--- src/rtl/core/sen_pkg.sv ---
// ----------------------------------------------------------------------------
// Sobel edge NMS package
// Beat types, register and target codes, control/status bundles.
// ----------------------------------------------------------------------------
package sen_pkg;

    localparam int MAX_WIDTH  = 1024;
    localparam int MAX_HEIGHT = 4096;
    localparam int RING_ROWS  = 8;
    localparam int COL_W      = $clog2(MAX_WIDTH);
    localparam int ROW_W      = $clog2(MAX_HEIGHT);
    localparam int RING_W     = $clog2(RING_ROWS);
    localparam int CNT_W      = COL_W + ROW_W;

    localparam int GRAY_RECIP = 683;
    localparam int GRAY_SHIFT = 11;

    localparam logic [1:0] CFG_IMAGE_WIDTH  = 2'd0;
    localparam logic [1:0] CFG_IMAGE_HEIGHT = 2'd1;
    localparam logic [1:0] CFG_WEAK_THR     = 2'd2;
    localparam logic [1:0] CFG_STRONG_THR   = 2'd3;

    localparam logic [1:0] TGT_CENTER = 2'd0;
    localparam logic [1:0] TGT_NEAR   = 2'd1;
    localparam logic [1:0] TGT_FAR    = 2'd2;

    localparam logic [1:0] SQ_X = 2'd0;
    localparam logic [1:0] SQ_Y = 2'd1;
    localparam logic [1:0] SQ_S = 2'd2;

    localparam logic [1:0] STR_NONE   = 2'd0;
    localparam logic [1:0] STR_WEAK   = 2'd1;
    localparam logic [1:0] STR_STRONG = 2'd2;

    typedef struct packed {
        logic [7:0] red;
        logic [7:0] green;
        logic [7:0] blue;
        logic       flush;
    } pix_t;

    typedef struct packed {
        logic        thin_edge;
        logic [1:0]  strength;
        logic [10:0] magnitude;
        logic [1:0]  sector;
        logic        last;
    } res_t;

    typedef struct packed {
        logic       cfg_we;
        logic       accept;
        logic [1:0] tgt;
        logic       center_chk;
        logic       grad_clear;
        logic       grad_read;
        logic       sq_en;
        logic [1:0] sq_sel;
        logic       root_init;
        logic       root_step;
        logic       store;
        logic       store_zero;
        logic       fin;
    } cmd_t;

    typedef struct packed {
        logic emit_req;
        logic tgt_interior;
        logic tap_last;
        logic root_last;
        logic out_free;
    } sts_t;

endpackage

--- src/rtl/core/sen_ctrl.sv ---
// ----------------------------------------------------------------------------
// Sobel edge NMS controller
// Sequences the gradient, squaring and root passes for one result.
// ----------------------------------------------------------------------------
module sen_ctrl (
    input  logic            clk,
    input  logic            rst_n,
    input  logic            pix_valid,
    input  logic            cfg_valid,
    output logic            pix_stall,
    output logic            cfg_ready,
    input  sen_pkg::sts_t   sts,
    output sen_pkg::cmd_t   cmd
);

    localparam logic [3:0] ST_IDLE  = 4'd0;
    localparam logic [3:0] ST_START = 4'd1;
    localparam logic [3:0] ST_NB    = 4'd2;
    localparam logic [3:0] ST_GRAD  = 4'd3;
    localparam logic [3:0] ST_GLAST = 4'd4;
    localparam logic [3:0] ST_SQX   = 4'd5;
    localparam logic [3:0] ST_SQY   = 4'd6;
    localparam logic [3:0] ST_SQS   = 4'd7;
    localparam logic [3:0] ST_RINIT = 4'd8;
    localparam logic [3:0] ST_ROOT  = 4'd9;
    localparam logic [3:0] ST_STORE = 4'd10;
    localparam logic [3:0] ST_FIN   = 4'd11;

    logic [3:0] state_reg;
    logic [3:0] state_next;
    logic [1:0] tgt_reg;
    logic [1:0] tgt_next;

    assign cfg_ready = (state_reg == ST_IDLE);
    assign pix_stall = (state_reg != ST_IDLE) || cfg_valid;

    always_comb
    begin
        state_next = state_reg;
        tgt_next   = tgt_reg;
        cmd        = '0;
        cmd.tgt    = tgt_reg;
        unique case (state_reg)
            ST_IDLE:
            begin
                cmd.cfg_we = cfg_valid;
                if (pix_valid && !cfg_valid)
                begin
                    cmd.accept = 1'b1;
                    if (sts.emit_req)
                    begin
                        state_next = ST_START;
                    end
                end
            end
            ST_START:
            begin
                cmd.tgt        = sen_pkg::TGT_CENTER;
                cmd.center_chk = 1'b1;
                cmd.grad_clear = 1'b1;
                tgt_next       = sen_pkg::TGT_CENTER;
                state_next     = sts.tgt_interior ? ST_GRAD : ST_FIN;
            end
            ST_NB:
            begin
                cmd.grad_clear = 1'b1;
                if (sts.tgt_interior)
                begin
                    state_next = ST_GRAD;
                end
                else
                begin
                    cmd.store      = 1'b1;
                    cmd.store_zero = 1'b1;
                    if (tgt_reg == sen_pkg::TGT_NEAR)
                    begin
                        tgt_next = sen_pkg::TGT_FAR;
                    end
                    else
                    begin
                        state_next = ST_FIN;
                    end
                end
            end
            ST_GRAD:
            begin
                cmd.grad_read = 1'b1;
                if (sts.tap_last)
                begin
                    state_next = ST_GLAST;
                end
            end
            ST_GLAST:
            begin
                state_next = ST_SQX;
            end
            ST_SQX:
            begin
                cmd.sq_en  = 1'b1;
                cmd.sq_sel = sen_pkg::SQ_X;
                state_next = ST_SQY;
            end
            ST_SQY:
            begin
                cmd.sq_en  = 1'b1;
                cmd.sq_sel = sen_pkg::SQ_Y;
                state_next = (tgt_reg == sen_pkg::TGT_CENTER) ? ST_SQS : ST_RINIT;
            end
            ST_SQS:
            begin
                cmd.sq_en  = 1'b1;
                cmd.sq_sel = sen_pkg::SQ_S;
                state_next = ST_RINIT;
            end
            ST_RINIT:
            begin
                cmd.root_init = 1'b1;
                state_next    = ST_ROOT;
            end
            ST_ROOT:
            begin
                cmd.root_step = 1'b1;
                if (sts.root_last)
                begin
                    state_next = ST_STORE;
                end
            end
            ST_STORE:
            begin
                cmd.store = 1'b1;
                if (tgt_reg == sen_pkg::TGT_CENTER)
                begin
                    tgt_next   = sen_pkg::TGT_NEAR;
                    state_next = ST_NB;
                end
                else if (tgt_reg == sen_pkg::TGT_NEAR)
                begin
                    tgt_next   = sen_pkg::TGT_FAR;
                    state_next = ST_NB;
                end
                else
                begin
                    state_next = ST_FIN;
                end
            end
            ST_FIN:
            begin
                if (sts.out_free)
                begin
                    cmd.fin    = 1'b1;
                    state_next = ST_IDLE;
                end
            end
            default:
            begin
                state_next = ST_IDLE;
            end
        endcase
    end

    always_ff @(posedge clk or negedge rst_n)
    begin
        if (!rst_n)
        begin
            state_reg <= ST_IDLE;
            tgt_reg   <= sen_pkg::TGT_CENTER;
        end
        else
        begin
            state_reg <= state_next;
            tgt_reg   <= tgt_next;
        end
    end

endmodule

--- config.mk ---
export PLATFORM = sky130hd
export DESIGN_NAME = sen_ctrl
export DESIGN_NICKNAME = d
export VERILOG_FILES = /design/src/rtl/core/sen_pkg.sv /design/src/rtl/core/sen_ctrl.sv
export SDC_FILE = /design/constraint.sdc
export NUM_CORES = 1
export LEC_CHECK = 0
export ABC_AREA = 0
export BUFFER_PORTS_ARGS = -buffer_cell sky130_fd_sc_hd__buf_4
export CAP_MARGIN = 20
export CORE_UTILIZATION = 30
export DETAILED_ROUTE_END_ITERATION = 8
export PLACE_DENSITY = 0.56
export REMOVE_ABC_BUFFERS = 1
export SETUP_SLACK_MARGIN = 0.5
export SKIP_LAST_GASP = 1
export SYNTH_ARGS = -nofsm -noshare
export SYNTH_HDL_FRONTEND = slang
export SYNTH_SLANG_ARGS = --single-unit
--- constraint.sdc ---
create_clock -name clk -period 1.8 [get_ports clk]
set_clock_uncertainty 0.1 [all_clocks]
set_input_delay 0.36 -clock clk [delete_from_list [all_inputs] [get_ports clk]]
set_output_delay 0.36 -clock clk [all_outputs]
set_load 0.01 [all_outputs]
==> flow_summary.json <==
{
  "max-clock-path-buffers": 2,
  "fillers": 167,
  "period_minus_slack_ns": 1.90,
  "routedWlPerCell_um": 15.0,
  "grt_usage": 0.200,
  "finalWorstSetupSlack_ns": -0.0999,
  "cts_root_buffer": "clkbuf_4",
  "dp_hpwl_mm": 1.43,
  "antenna_cells": 0,
  "crit_family": "buffers and inverters",
  "cts_sinks": 6,
  "critical_path_class": "register to output port",
  "grt_start_max_net_pins": 14,
  "fmax_mhz": 526,
  "crit_path_frequent_cell": "buf_4",
  "finalCritPeriodShare": 1.06,
  "p_total_w": 0.00245,
  "port_buffers": 25,
  "gp_congestion": 0.803,
  "chipHeight_um": 48.8,
  "start_kind": "register",
  "rows": 16,
  "synth_top_area_frac": 0.229,
  "viasPerCell": 5.12,
  "leakagePower_nw": 0.602,
  "worstSkewPairLatency_ns": 0.25,
  "numCtsBuffers": 3,
  "r2r_cells": 5,
  "stdcell_area_um2": 1320,
  "tightestPinTransition_ns": 0.301,
  "setup_tns_ns": -0.383,
  "max_stage_delay_ns": 0.40,
  "firstDrtPassIters": 4,
  "ys_top_cells_by_area": "dfrtp_1, nor2_1, ha_1",
  "end_kind": "output port",
  "cts_tree": "done",
  "drc": 0,
  "fin_util": 0.657,
  "yosysWarnings": 0,
  "maxCapViolCount": 0,
  "crit_arrival_ns": 1.44,
  "synth_seq_cells": 6,
  "dp_slack_ns": 0.0661,
  "finalSetupViolations": 7,
  "die_x_um": 48.8,
  "syn_area_um2": 656,
  "crit_chain": "buf_4, buf_6, buf_12, nor2_4, and3_4, buf_4",
  "grt_use_met3": 0.0472,
  "initial_core_util": 0.328,
  "hold_viol_final": 0,
  "reg2reg_from": "state_reg[3]",
  "synth.avg_cell_area_um2": 7.81,
  "grt_pass1_wl_mm": 3.71,
  "synth_cell_types": 36,
  "ir_drop_mv": 1.07,
  "met2_usage": 0.368,
  "slowest_stage": "dfrtp_1",
  "core_area_um2": 2000,
  "dr_total_vias": 825,
  "fin_nets": 148,
  "violations": "negative setup slack",
  "hp-class": "primary input to asynchronous set/reset pin",
  "overflow": 0,
  "gr-max-usage-layer": "met2",
  "dieArea_um2": 2380,
  "design.portCount": 26,
  "crit_required_ns": 1.34,
  "cp.buffers_inverters": 4,
  "status": "complete, but fails checks",
  "powerDensity_nw_per_um2": 1860,
  "rsz0062_at_grt": "yes",
  "areaGrowthSynthToFinish_pct": 101,
  "final_common_cell": "buf_4",
  "synthCells": 84,
  "htree_levels": 1,
  "relSlewSlack": 0.799,
  "clk_pin_slew_ns": 0.05,
  "seq_area_frac_synth": 0.229,
  "routed_wl_mm": 2.41,
  "path_max_fanout": 13,
  "final_antenna_net_count": 0,
  "maxSlewViolCount": 0,
  "gr-usage-met1": 0.235,
  "drt_iter0_markers": 10,
  "layout.cells.most_common_list": "buf_4, buf_6, nor2_1",
  "largest_register_ffs": 4,
  "r2r_slack_ns": -0.03,
  "drive_gt1_frac": 0.664,
  "antenna_found_initial": 0,
  "synth.largest_area_cell": "dfrtp_1",
  "detailed_place.area_um2": 907,
  "grt_pass1_vias": 815,
  "r2r-end": "state_reg[0]"
}
-- power by group --
part           switching (W)  internal (W)  leakage [nW]
sequential         0.0000747      0.000205        0.0732
combinational       0.000942       0.00110         0.515
clock              0.0000518     0.0000756        0.0138
-- how the worst max path moves through the flow --
stage,start,to,slack [ns],cells past startpoint
global placement,state_reg[3],cmd[13],0.05,5
floorplan,state_reg[2],cmd[13],-0.1,4
global route,state_reg[3],cmd[13],-0.16,5
CTS,state_reg[3],cmd[13],-0.08,5
finish,state_reg[2],cmd[14],-0.1,6
detailed placement,state_reg[3],cmd[13],0.07,5
-- what timing repair did --
action	CTS	global route
hold endpoints to repair	6	0
endpoints found under the setup margin	23	23
pin swaps	7	9
resized for setup	35	19
hold buffers	1	0
setup buffers	14	5
-- through the flow --
step	cells	hold slack (ns)
after floorplan	77	-0.0356
after global placement	138	0.0735
after detailed placement	138	0.0738
after CTS	156	0.353
after global routing	161	0.367
final	161	0.359
-- metal layers --
layer / wire length (µm) / vias up
li1: - / 399
met3: 115 / 4
met2: 1270 / 32
met4: 47 / 0
met1: 975 / 390
met5: 0 / -
-- cell usage after synthesis --
| library cell | instances |
|---|---|
| mux2_2 | 1 |
| a211oi_2 | 1 |
| mux2i_1 | 1 |
| or2_1 | 1 |
| a32o_1 | 1 |
| a221o_1 | 1 |
| nand3b_1 | 1 |
| o41ai_1 | 1 |
| o31ai_1 | 1 |
| o22a_1 | 1 |
| a211oi_1 | 2 |
| nor2b_1 | 3 |
| nor2_1 | 15 |
| nand2b_1 | 6 |
| nand2_1 | 3 |
| o32ai_2 | 1 |
| inv_1 | 5 |
| o21ai_0 | 3 |
| nand3_1 | 2 |
| o2bb2ai_1 | 1 |
| nor3_1 | 5 |
| o21ai_1 | 1 |
| ha_1 | 3 |
| buf_2 | 3 |
| nor4bb_1 | 1 |
| nor3_4 | 1 |
| a2bb2oi_1 | 1 |
| buf_6 | 1 |
| a31o_1 | 1 |
| and3_1 | 1 |
| a21oi_1 | 3 |
| mux2_4 | 1 |
| o32ai_1 | 1 |
| clkbuf_1 | 3 |
| dfrtp_1 | 6 |
| nand4bb_1 | 1 |
-- area by class of cell --
cell class              count  area [µm²]  share of cell area
multi-input cells          66         606               0.461
repair buffers             54         480               0.365
clock buffers               3        22.5              0.0171
inverters                   5        18.8              0.0143
flip-flops and latches      6         154               0.117
well taps                  27        33.8              0.0257
-- cell families (layout without fill, tap and decap cells) --
kind of cell,Yosys count,count (layout),synth area share
DFF,6,6,0.229
and+or+nand+nor,40,40,0.330
muxes,3,3,0.0553
buffers and inverters,12,62,0.0859
AOI/OAI and AO/OA,20,20,0.242
adders and majority gates,3,3,0.0573
No activity file was read; power rests on OpenSTA's default activity.
